--- src/rtl/ring_queue_with_positional_edit_core_macros.svh ---
// Assertion macros for the ring queue core.
// Used by rtl/ring_queue_with_positional_edit_core.sv; expects clk and rst_n in scope.
`ifndef RING_QUEUE_WITH_POSITIONAL_EDIT_CORE_MACROS_SVH
`define RING_QUEUE_WITH_POSITIONAL_EDIT_CORE_MACROS_SVH

`ifndef SYNTHESIS

// condition holds at every edge out of reset
`define RQPE_ASSERT_ALWAYS(lbl, cond, msg) \
    lbl: assert property (@(posedge clk) disable iff (!rst_n) (cond)) else $error(msg);

// same-cycle implication
`define RQPE_ASSERT_IMPL(lbl, ante, cons, msg) \
    lbl: assert property (@(posedge clk) disable iff (!rst_n) (ante) |-> (cons)) else $error(msg);

// next-cycle implication
`define RQPE_ASSERT_NEXT(lbl, ante, cons, msg) \
    lbl: assert property (@(posedge clk) disable iff (!rst_n) (ante) |=> (cons)) else $error(msg);

`else

`define RQPE_ASSERT_ALWAYS(lbl, cond, msg)
`define RQPE_ASSERT_IMPL(lbl, ante, cons, msg)
`define RQPE_ASSERT_NEXT(lbl, ante, cons, msg)

`endif

`endif

--- src/rtl/rqpe_pkg.sv ---
// Shared types and constants for the ring queue with positional edit.
// No dependencies; imported by every module of the block.
package rqpe_pkg;

    localparam int DEPTH      = 16;
    localparam int DATA_WIDTH = 32;
    localparam int IDX_W      = $clog2(DEPTH);
    localparam int CNT_W      = $clog2(DEPTH + 1);

    typedef enum logic [1:0] {
        REQ_PUSH   = 2'd0,
        REQ_POP    = 2'd1,
        REQ_DELETE = 2'd2,
        REQ_INSERT = 2'd3
    } rqpe_req_t;

    typedef enum logic [1:0] {
        STAT_OK    = 2'd0,
        STAT_FULL  = 2'd1,
        STAT_EMPTY = 2'd2,
        STAT_RANGE = 2'd3
    } rqpe_status_t;

    // slot store write request
    typedef struct packed {
        logic                  en;
        logic [IDX_W-1:0]      addr;
        logic [DATA_WIDTH-1:0] data;
    } rqpe_wr_t;

    // slot store read request
    typedef struct packed {
        logic             en;
        logic [IDX_W-1:0] addr;
    } rqpe_rd_t;

endpackage

--- src/rtl/rqpe_slot_store.sv ---
// Slot store of the ring queue: one write port, one read port, registered read data.
// Depends on rqpe_pkg for widths and request structs.
module rqpe_slot_store
    import rqpe_pkg::*;
(
    input  logic                  clk,
    input  rqpe_wr_t              wr,
    input  rqpe_rd_t              rd,
    output logic [DATA_WIDTH-1:0] rd_data
);

    logic [DATA_WIDTH-1:0] mem [DEPTH];

    // write port
    always_ff @(posedge clk)
    begin
        if (wr.en)
        begin
            mem[wr.addr] <= wr.data;
        end
    end

    // read port, data held until the next read
    always_ff @(posedge clk)
    begin
        if (rd.en)
        begin
            rd_data <= mem[rd.addr];
        end
    end

endmodule

--- src/rtl/ring_queue_with_positional_edit_core.sv ---
// Top level of the ring queue with positional edit: sequencer, queue pointers, result register.
// Depends on rqpe_pkg, rqpe_slot_store and the assertion macro header.
//
// Ring queue of up to 16 slots of 32 bits; cfg_wr_en/cfg_wr_data set the number of
// slots in use (0 acts as 1, above 16 acts as 16) and empty the queue. Each item is a
// push, pop, delete at a position or insert after a position, and gives one result.
// One item is worked on at a time and in_ready is low until its result is loaded into
// the output register (which may still be waiting while the next item is accepted).
// A rejected item goes straight to the result state; a push writes its slot and a pop
// reads the front slot before the result; a delete or an insert first sets up the walk,
// then moves the elements after the position one by one, and an insert then writes its
// new value into the gap. A result waiting in the output register holds the block in
// the result state. Element moves are paced by the slot store, whose single read and
// single write port move one element per cycle, with all slot addresses coming from one
// shared modulo-capacity adder.
`include "ring_queue_with_positional_edit_core_macros.svh"

module ring_queue_with_positional_edit_core
    import rqpe_pkg::*;
(
    input  logic                         clk,
    input  logic                         rst_n,
    // configuration
    input  logic                         cfg_wr_en,
    input  logic [CNT_W-1:0]             cfg_wr_data,
    // request channel
    input  logic                         in_valid,
    output logic                         in_ready,
    input  logic [1:0]                   req_type,
    input  logic [IDX_W-1:0]             position,
    input  logic signed [DATA_WIDTH-1:0] data_in,
    // result channel
    output logic                         out_valid,
    input  logic                         out_ready,
    output logic signed [DATA_WIDTH-1:0] data_out,
    output logic [1:0]                   status,
    output logic [CNT_W-1:0]             occupancy,
    output logic                         is_empty,
    output logic                         is_full
);

    typedef enum logic [2:0] {
        S_IDLE,
        S_SETUP,
        S_SHIFT,
        S_WRITE,
        S_POP,
        S_RESP
    } state_t;

    state_t                state_reg,      state_next;
    rqpe_req_t             req_reg,        req_next;
    rqpe_status_t          stat_reg,       stat_next;
    logic [IDX_W-1:0]      pos_reg,        pos_next;
    logic [DATA_WIDTH-1:0] din_reg,        din_next;
    logic [CNT_W-1:0]      idx_reg,        idx_next;
    logic [IDX_W-1:0]      prev_addr_reg,  prev_addr_next;
    logic [IDX_W-1:0]      wr_addr_reg,    wr_addr_next;
    logic                  pend_reg,       pend_next;
    logic [IDX_W-1:0]      head_reg,       head_next;
    logic [CNT_W-1:0]      count_reg,      count_next;
    logic [CNT_W-1:0]      cap_reg,        cap_next;
    logic                  out_valid_reg,  out_valid_next;
    logic [DATA_WIDTH-1:0] data_out_reg,   data_out_next;
    rqpe_status_t          status_out_reg, status_out_next;
    logic [CNT_W-1:0]      occ_reg,        occ_next;
    logic                  empty_reg,      empty_next;
    logic                  full_reg,       full_next;

    logic [CNT_W-1:0]      cap_eff;
    logic [CNT_W:0]        slot_sum;
    logic [IDX_W-1:0]      slot_addr;
    logic [CNT_W-1:0]      head_plus;
    logic [IDX_W-1:0]      head_inc;
    logic                  more_rd;
    logic                  accept;
    rqpe_req_t             in_req;
    rqpe_wr_t              wr;
    rqpe_rd_t              rd;
    logic [DATA_WIDTH-1:0] rd_data;

    // effective capacity: clamp register into 1..DEPTH
    always_comb
    begin
        if (cap_reg == '0)
        begin
            cap_eff = CNT_W'(1);
        end
        else if (cap_reg > CNT_W'(DEPTH))
        begin
            cap_eff = CNT_W'(DEPTH);
        end
        else
        begin
            cap_eff = cap_reg;
        end
    end

    // shared address unit: physical slot of logical index idx_reg
    assign slot_sum  = {{(CNT_W + 1 - IDX_W){1'b0}}, head_reg} + {1'b0, idx_reg};
    assign slot_addr = (slot_sum >= {1'b0, cap_eff})
                     ? IDX_W'(slot_sum - {1'b0, cap_eff})
                     : slot_sum[IDX_W-1:0];

    // head advance after a pop
    assign head_plus = {{(CNT_W - IDX_W){1'b0}}, head_reg} + CNT_W'(1);
    assign head_inc  = (head_plus == cap_eff) ? '0 : head_plus[IDX_W-1:0];

    assign in_ready = (state_reg == S_IDLE);
    assign accept   = in_valid && in_ready;
    assign in_req   = rqpe_req_t'(req_type);

    // more elements to move: delete walks up to the rear, insert walks down to pos+1
    assign more_rd = (req_reg == REQ_DELETE) ? (idx_reg < count_reg)
                                             : (idx_reg > {1'b0, pos_reg});

    // slot store ports
    always_comb
    begin
        rd.en   = ((state_reg == S_SHIFT) && more_rd) || (state_reg == S_POP);
        rd.addr = slot_addr;
        wr.en   = ((state_reg == S_SHIFT) && pend_reg) || (state_reg == S_WRITE);
        wr.addr = (state_reg == S_SHIFT) ? wr_addr_reg : slot_addr;
        wr.data = (state_reg == S_SHIFT) ? rd_data : din_reg;
    end

    rqpe_slot_store u_store (
        .clk     (clk),
        .wr      (wr),
        .rd      (rd),
        .rd_data (rd_data)
    );

    // sequencer next state
    always_comb
    begin
        state_next      = state_reg;
        req_next        = req_reg;
        stat_next       = stat_reg;
        pos_next        = pos_reg;
        din_next        = din_reg;
        idx_next        = idx_reg;
        prev_addr_next  = prev_addr_reg;
        wr_addr_next    = wr_addr_reg;
        pend_next       = pend_reg;
        head_next       = head_reg;
        count_next      = count_reg;
        cap_next        = cap_reg;
        out_valid_next  = out_valid_reg;
        data_out_next   = data_out_reg;
        status_out_next = status_out_reg;
        occ_next        = occ_reg;
        empty_next      = empty_reg;
        full_next       = full_reg;

        // result register drains independently
        if (out_valid_reg && out_ready)
        begin
            out_valid_next = 1'b0;
        end

        unique case (state_reg)
            S_IDLE:
            begin
                if (accept)
                begin
                    req_next  = in_req;
                    pos_next  = position;
                    din_next  = data_in;
                    pend_next = 1'b0;
                    stat_next = STAT_OK;
                    unique case (in_req)
                        REQ_PUSH:
                        begin
                            if (count_reg >= cap_eff)
                            begin
                                stat_next  = STAT_FULL;
                                state_next = S_RESP;
                            end
                            else
                            begin
                                idx_next   = count_reg;
                                state_next = S_WRITE;
                            end
                        end
                        REQ_POP:
                        begin
                            if (count_reg == '0)
                            begin
                                stat_next  = STAT_EMPTY;
                                state_next = S_RESP;
                            end
                            else
                            begin
                                idx_next   = '0;
                                state_next = S_POP;
                            end
                        end
                        REQ_DELETE:
                        begin
                            if ({1'b0, position} >= count_reg)
                            begin
                                stat_next  = STAT_RANGE;
                                state_next = S_RESP;
                            end
                            else
                            begin
                                idx_next   = {1'b0, position};
                                state_next = S_SETUP;
                            end
                        end
                        REQ_INSERT:
                        begin
                            if (count_reg >= cap_eff)
                            begin
                                stat_next  = STAT_FULL;
                                state_next = S_RESP;
                            end
                            else if ({1'b0, position} >= count_reg)
                            begin
                                stat_next  = STAT_RANGE;
                                state_next = S_RESP;
                            end
                            else
                            begin
                                idx_next   = count_reg;
                                state_next = S_SETUP;
                            end
                        end
                        default:
                        begin
                            state_next = S_RESP;
                        end
                    endcase
                end
            end

            // first write target, then step to the first source
            S_SETUP:
            begin
                prev_addr_next = slot_addr;
                idx_next       = (req_reg == REQ_DELETE) ? idx_reg + CNT_W'(1)
                                                         : idx_reg - CNT_W'(1);
                state_next     = S_SHIFT;
            end

            // one element per cycle: read source, write previous source slot
            S_SHIFT:
            begin
                if (more_rd)
                begin
                    pend_next      = 1'b1;
                    wr_addr_next   = prev_addr_reg;
                    prev_addr_next = slot_addr;
                    idx_next       = (req_reg == REQ_DELETE) ? idx_reg + CNT_W'(1)
                                                             : idx_reg - CNT_W'(1);
                end
                else
                begin
                    pend_next = 1'b0;
                    if (!pend_reg)
                    begin
                        if (req_reg == REQ_DELETE)
                        begin
                            count_next = count_reg - CNT_W'(1);
                            state_next = S_RESP;
                        end
                        else
                        begin
                            idx_next   = {1'b0, pos_reg} + CNT_W'(1);
                            state_next = S_WRITE;
                        end
                    end
                end
            end

            // new value into its slot (push rear or insert gap)
            S_WRITE:
            begin
                count_next = count_reg + CNT_W'(1);
                state_next = S_RESP;
            end

            // read front slot, advance head
            S_POP:
            begin
                head_next  = head_inc;
                count_next = count_reg - CNT_W'(1);
                state_next = S_RESP;
            end

            // load result once the output register is free
            S_RESP:
            begin
                if (!out_valid_reg || out_ready)
                begin
                    out_valid_next  = 1'b1;
                    status_out_next = stat_reg;
                    data_out_next   = ((req_reg == REQ_POP) && (stat_reg == STAT_OK))
                                    ? rd_data : '0;
                    occ_next        = count_reg;
                    empty_next      = (count_reg == '0);
                    full_next       = (count_reg == cap_eff);
                    state_next      = S_IDLE;
                end
            end

            default:
            begin
                state_next = S_IDLE;
            end
        endcase

        // capacity write empties the queue
        if (cfg_wr_en)
        begin
            cap_next   = cfg_wr_data;
            head_next  = '0;
            count_next = '0;
        end
    end

    // state and registered outputs
    always_ff @(posedge clk or negedge rst_n)
    begin
        if (!rst_n)
        begin
            state_reg      <= S_IDLE;
            req_reg        <= REQ_PUSH;
            stat_reg       <= STAT_OK;
            pos_reg        <= '0;
            din_reg        <= '0;
            idx_reg        <= '0;
            prev_addr_reg  <= '0;
            wr_addr_reg    <= '0;
            pend_reg       <= 1'b0;
            head_reg       <= '0;
            count_reg      <= '0;
            cap_reg        <= CNT_W'(DEPTH);
            out_valid_reg  <= 1'b0;
            data_out_reg   <= '0;
            status_out_reg <= STAT_OK;
            occ_reg        <= '0;
            empty_reg      <= 1'b1;
            full_reg       <= 1'b0;
        end
        else
        begin
            state_reg      <= state_next;
            req_reg        <= req_next;
            stat_reg       <= stat_next;
            pos_reg        <= pos_next;
            din_reg        <= din_next;
            idx_reg        <= idx_next;
            prev_addr_reg  <= prev_addr_next;
            wr_addr_reg    <= wr_addr_next;
            pend_reg       <= pend_next;
            head_reg       <= head_next;
            count_reg      <= count_next;
            cap_reg        <= cap_next;
            out_valid_reg  <= out_valid_next;
            data_out_reg   <= data_out_next;
            status_out_reg <= status_out_next;
            occ_reg        <= occ_next;
            empty_reg      <= empty_next;
            full_reg       <= full_next;
        end
    end

    assign out_valid = out_valid_reg;
    assign data_out  = signed'(data_out_reg);
    assign status    = status_out_reg;
    assign occupancy = occ_reg;
    assign is_empty  = empty_reg;
    assign is_full   = full_reg;

    // checks
    `RQPE_ASSERT_ALWAYS(a_count_le_cap, count_reg <= cap_eff, "element count above capacity")
    `RQPE_ASSERT_ALWAYS(a_head_lt_cap, head_reg < cap_eff[IDX_W-1:0] || cap_eff == CNT_W'(DEPTH), "head outside ring")
    `RQPE_ASSERT_IMPL(a_wr_in_ring, wr.en, {1'b0, wr.addr} < cap_eff, "slot write outside ring")
    `RQPE_ASSERT_NEXT(a_busy_after_accept, accept, !in_ready, "ready right after accepting an item")
    `RQPE_ASSERT_IMPL(a_data_zero_unless_pop, out_valid_reg && (status_out_reg != STAT_OK), data_out_reg == '0, "data on a failed request")

endmodule

--- config.mk ---
export PLATFORM = sky130hd
export DESIGN_NAME = ring_queue_with_positional_edit_core
export DESIGN_NICKNAME = d
export VERILOG_FILES = /design/src/rtl/rqpe_pkg.sv /design/src/rtl/rqpe_slot_store.sv /design/src/rtl/ring_queue_with_positional_edit_core.sv
export VERILOG_INCLUDE_DIRS = /design/src /design/src/rtl
export SDC_FILE = /design/constraint.sdc
export NUM_CORES = 1
export LEC_CHECK = 0
export BUFFER_PORTS_ARGS = -buffer_cell sky130_fd_sc_hd__buf_2
export CORE_AREA = 5 5 289 291
export CTS_BUF_LIST = sky130_fd_sc_hd__clkbuf_16
export DETAILED_ROUTE_END_ITERATION = 7
export DIE_AREA = 0 0 294 296
export RECOVER_POWER = 100
export SLEW_MARGIN = 10
export SYNTH_ARGS = -nofsm -noshare
export SYNTH_HDL_FRONTEND = slang
export SYNTH_SLANG_ARGS = --single-unit
--- constraint.sdc ---
create_clock -name clk -period 5.1 [get_ports clk]
set_input_delay 0.255 -clock clk [delete_from_list [all_inputs] [get_ports clk]]
set_output_delay 0.255 -clock clk [all_outputs]
set_load 0.01 [all_outputs]
==> results.sh <==
export IMPL_crit_path_max_fanout=46
export IMPL_maxCapViolCount=4
export IMPL_dieArea_um2=87000
export IMPL_die_w_um=294
export IMPL_wl_per_cell_um=21.9
export IMPL_critPathLaunchType="register"
export IMPL_drt_iter0_markers=1868
export IMPL_ys_warnings_count=0
export IMPL_setup_viol=0
export IMPL_worstSetupPathType="register to register"
export IMPL_max_slew_margin_pct=-131
export IMPL_layoutNonFillerInstCount=3612
export IMPL_dp_hpwl_um=47100
export IMPL_endpoint_kind="register"
export IMPL_start_util_pct=36.8
export IMPL_multi_input_area_um2=9680
export IMPL_final_common_cell="edfxtp_1"
export IMPL_synth_edf_count=544
export IMPL_synth_nets=2495
export IMPL_insertion_delay_ns=0.60
export IMPL_route_detailed_drc=0
export IMPL_arrival_ns=5.00
export IMPL_grt_pass1_vias=20300
export IMPL_synth_cell_types=72
export IMPL_violations="max-capacitance violations, max-slew violations"
export IMPL_yosysTopAreaCell="edfxtp_1"
export IMPL_vias_per_cell=5.60
export IMPL_rsz0062_at_grt="no"
export IMPL_synth_avg_cell_area_um2=12.3
export IMPL_grt_pass1_wl_um=121000
export IMPL_ff_latch_area_um2=19200
export IMPL_slew_violations=197
export IMPL_dpl_instance_area_um2=31400
export IMPL_required_ns=5.32
export IMPL_timing_hold_worst_class="input port to register"
export IMPL_yosys_register_bits=657
export IMPL_portBuffers=90
export IMPL_clkSinkCount=657
export IMPL_path_cells="ha_1 > inv_1 > fa_2 > inv_1 > a21o_1 > a21oi_1 > xnor2_1 > ha_1 > nand3_1 > a2bb2oi_2 > buf_4 > a21boi_4 > nor2_4 > a31oi_1 > nor2_4 > buf_2"
export IMPL_post_cts_buffers=0
export IMPL_syn_to_final_growth_pct=14.2
export IMPL_synth_area_um2=29500
export IMPL_dieHeight_um=296
export IMPL_wl_um=79100
export IMPL_vias=20200
export IMPL_ant_nets=0
export IMPL_clkSlewWorstSetupHoldPaths_ns=0.06
export IMPL_gp_congestion=0.842
export IMPL_grt_antenna_before_repair=0
export IMPL_mostFrequentLayoutCells="544 x edfxtp_1, 426 x nand2_1, 198 x nand3_1"
export IMPL_regMostFlops="u_store.mem"
export IMPL_synth_cells=2404
export IMPL_cts_resized=0
export IMPL_n_antenna_cell=0
export IMPL_grt_max_degree=109
export IMPL_cts_tree="built"
export IMPL_drt_first_pass_iters=6
export IMPL_fin_skew_ns=0.0261
export IMPL_place_inst=3446
export IMPL_tns_ns=0
export IMPL_core_um2=80300
export IMPL_layout_nets=2592
export IMPL_slowest_stage="buf_2"
export IMPL_tightestPinTransition_ns=3.47
export IMPL_htree_levels=3
export IMPL_largest_register_ffs=512
export IMPL_rows=104
export IMPL_fmax_ghz=0.209
export IMPL_cts_buffers_inserted=67
export IMPL_fill_cells=7351
export IMPL_ys_top_cells_by_area="edfxtp_1 55%, dfrtp_1 9.4%, nand2_1 5.4%"
export IMPL_synth_top_flop_cell="edfxtp_1"
export IMPL_ys_seq_area_share_pct=64.9
export IMPL_outcome="finished, violations left"
export IMPL_ctsLongestPathBuffers=3
export IMPL_gr_total_overflow=0
export IMPL_synth_async_reset_ratio_pct=17.2
export IMPL_layout_drive_gt1_share_pct=11.1
export IMPL_layout_min_cycle_time_ns=4.78
export IMPL_max_stage_delay_ns=0.62
export IMPL_yosysTopAreaCellShare_pct=55.3
export IMPL_stdcell_area_um2=33800
export IMPL_min_period_over_period_pct=93.7
export IMPL_io_pins=91
export IMPL_root_buffer="clkbuf_16"
export IMPL_grt_util_all_layers_pct=17.7
export IMPL_finalHoldViolCount=0
## worst paths after layout
path | end | slack (ns) | start | cells after the start
worst max register to register | u_store.mem[2][19] | 0.32 | head_reg[0] | 16
worst min register to register | is_empty | 0.46 | is_empty | 2
worst min-delay path | state_reg[1] | 0.15 | in_valid | 5
min in group asynchronous | idx_reg[3] | 1.36 | rst_n | 2
worst max-delay path | u_store.mem[2][19] | 0.32 | head_reg[0] | 16
max in group asynchronous | din_reg[15] | 1.58 | rst_n | 3
## metal layers
metal,global-route usage [%],vias up,share of wire (%)
li1,-,9189,-
met1,23.6,10200,42
met5,0,-,0
met3,2.76,130,7.1
met4,6.06,0,2.7
met2,29.5,728,48
## what timing repair did
action,CTS,global route
hold endpoints to repair,105,0
setup endpoints to repair,0,0
hold buffers,46,0
## cells by family after synthesis
family	after synthesis	synth area share [%]
xor gates and xnor gates	20	0.593
DFF	657	64.9
muxes	147	5.20
adders and majority gates	43	1.92
buffers and inverters	209	3.02
AOI/OAI and AO/OA	505	12.0
and+or+nand+nor	823	12.4
## Yosys cell counts (all sizes together), types with 3 or more instances
master and count:
o2bb2ai 3, nor3 7, a21boi 3, mux2i 99, a211oi 71, clkbuf 117, buf 60, o31ai 3
xnor2 17, a21o 10, nor2 85, a221o 62, and3 4, a31oi 10, o21ai 101, nand2 429
ha 39, a21oi 119, a32oi 33, dfrtp 111, a211o 3, fa 4, xor2 3, mux2 48
nor2b 4, o21a 6, nor3b 5, nand3 199, a311oi 32, nand2b 75, inv 32, a22oi 33
edfxtp 544
## worst max-delay path, delay by kind of cell (launching register included)
family / cells / cell delay [ns]
adders and majority gates: 3 / 0.98
xor gates and xnor gates: 1 / 0.14
and+or+nand+nor: 3 / 0.57
AOI/OAI and AO/OA: 5 / 0.91
DFF: 1 / 0.45
buffers and inverters: 4 / 1.31
## metrics by stage
| step | setup slack (ns) | hold WS [ns] | utilization (%) |
|---|---|---|---|
| final | 0.323 | 0.153 | 42.0 |
| after global routing | 0.0958 | 0.203 | 42.0 |
| after CTS | 0.448 | 0.124 | 42.3 |
| after detailed placement | 0.462 | 0.412 | 39.1 |
| after global placement | 0.496 | 0.390 | 39.1 |
| after floorplan | -0.211 | -0.0406 | - |
## area by class of cell
| class | count | area share (%) |
|---|---|---|
| Timing Repair Buffer | 205 | 4.18 |
| Clock buffer | 71 | 5.26 |
| Sequential cell | 657 | 56.8 |
| Tap cell | 1060 | 3.93 |
| Inverter | 32 | 0.356 |
| Clock inverter | 49 | 0.827 |
| Multi-Input combinational cell | 1538 | 28.7 |
Power is not shown: default switching activity piles up to over one toggle a cycle in this logic, so the estimate is an artifact.
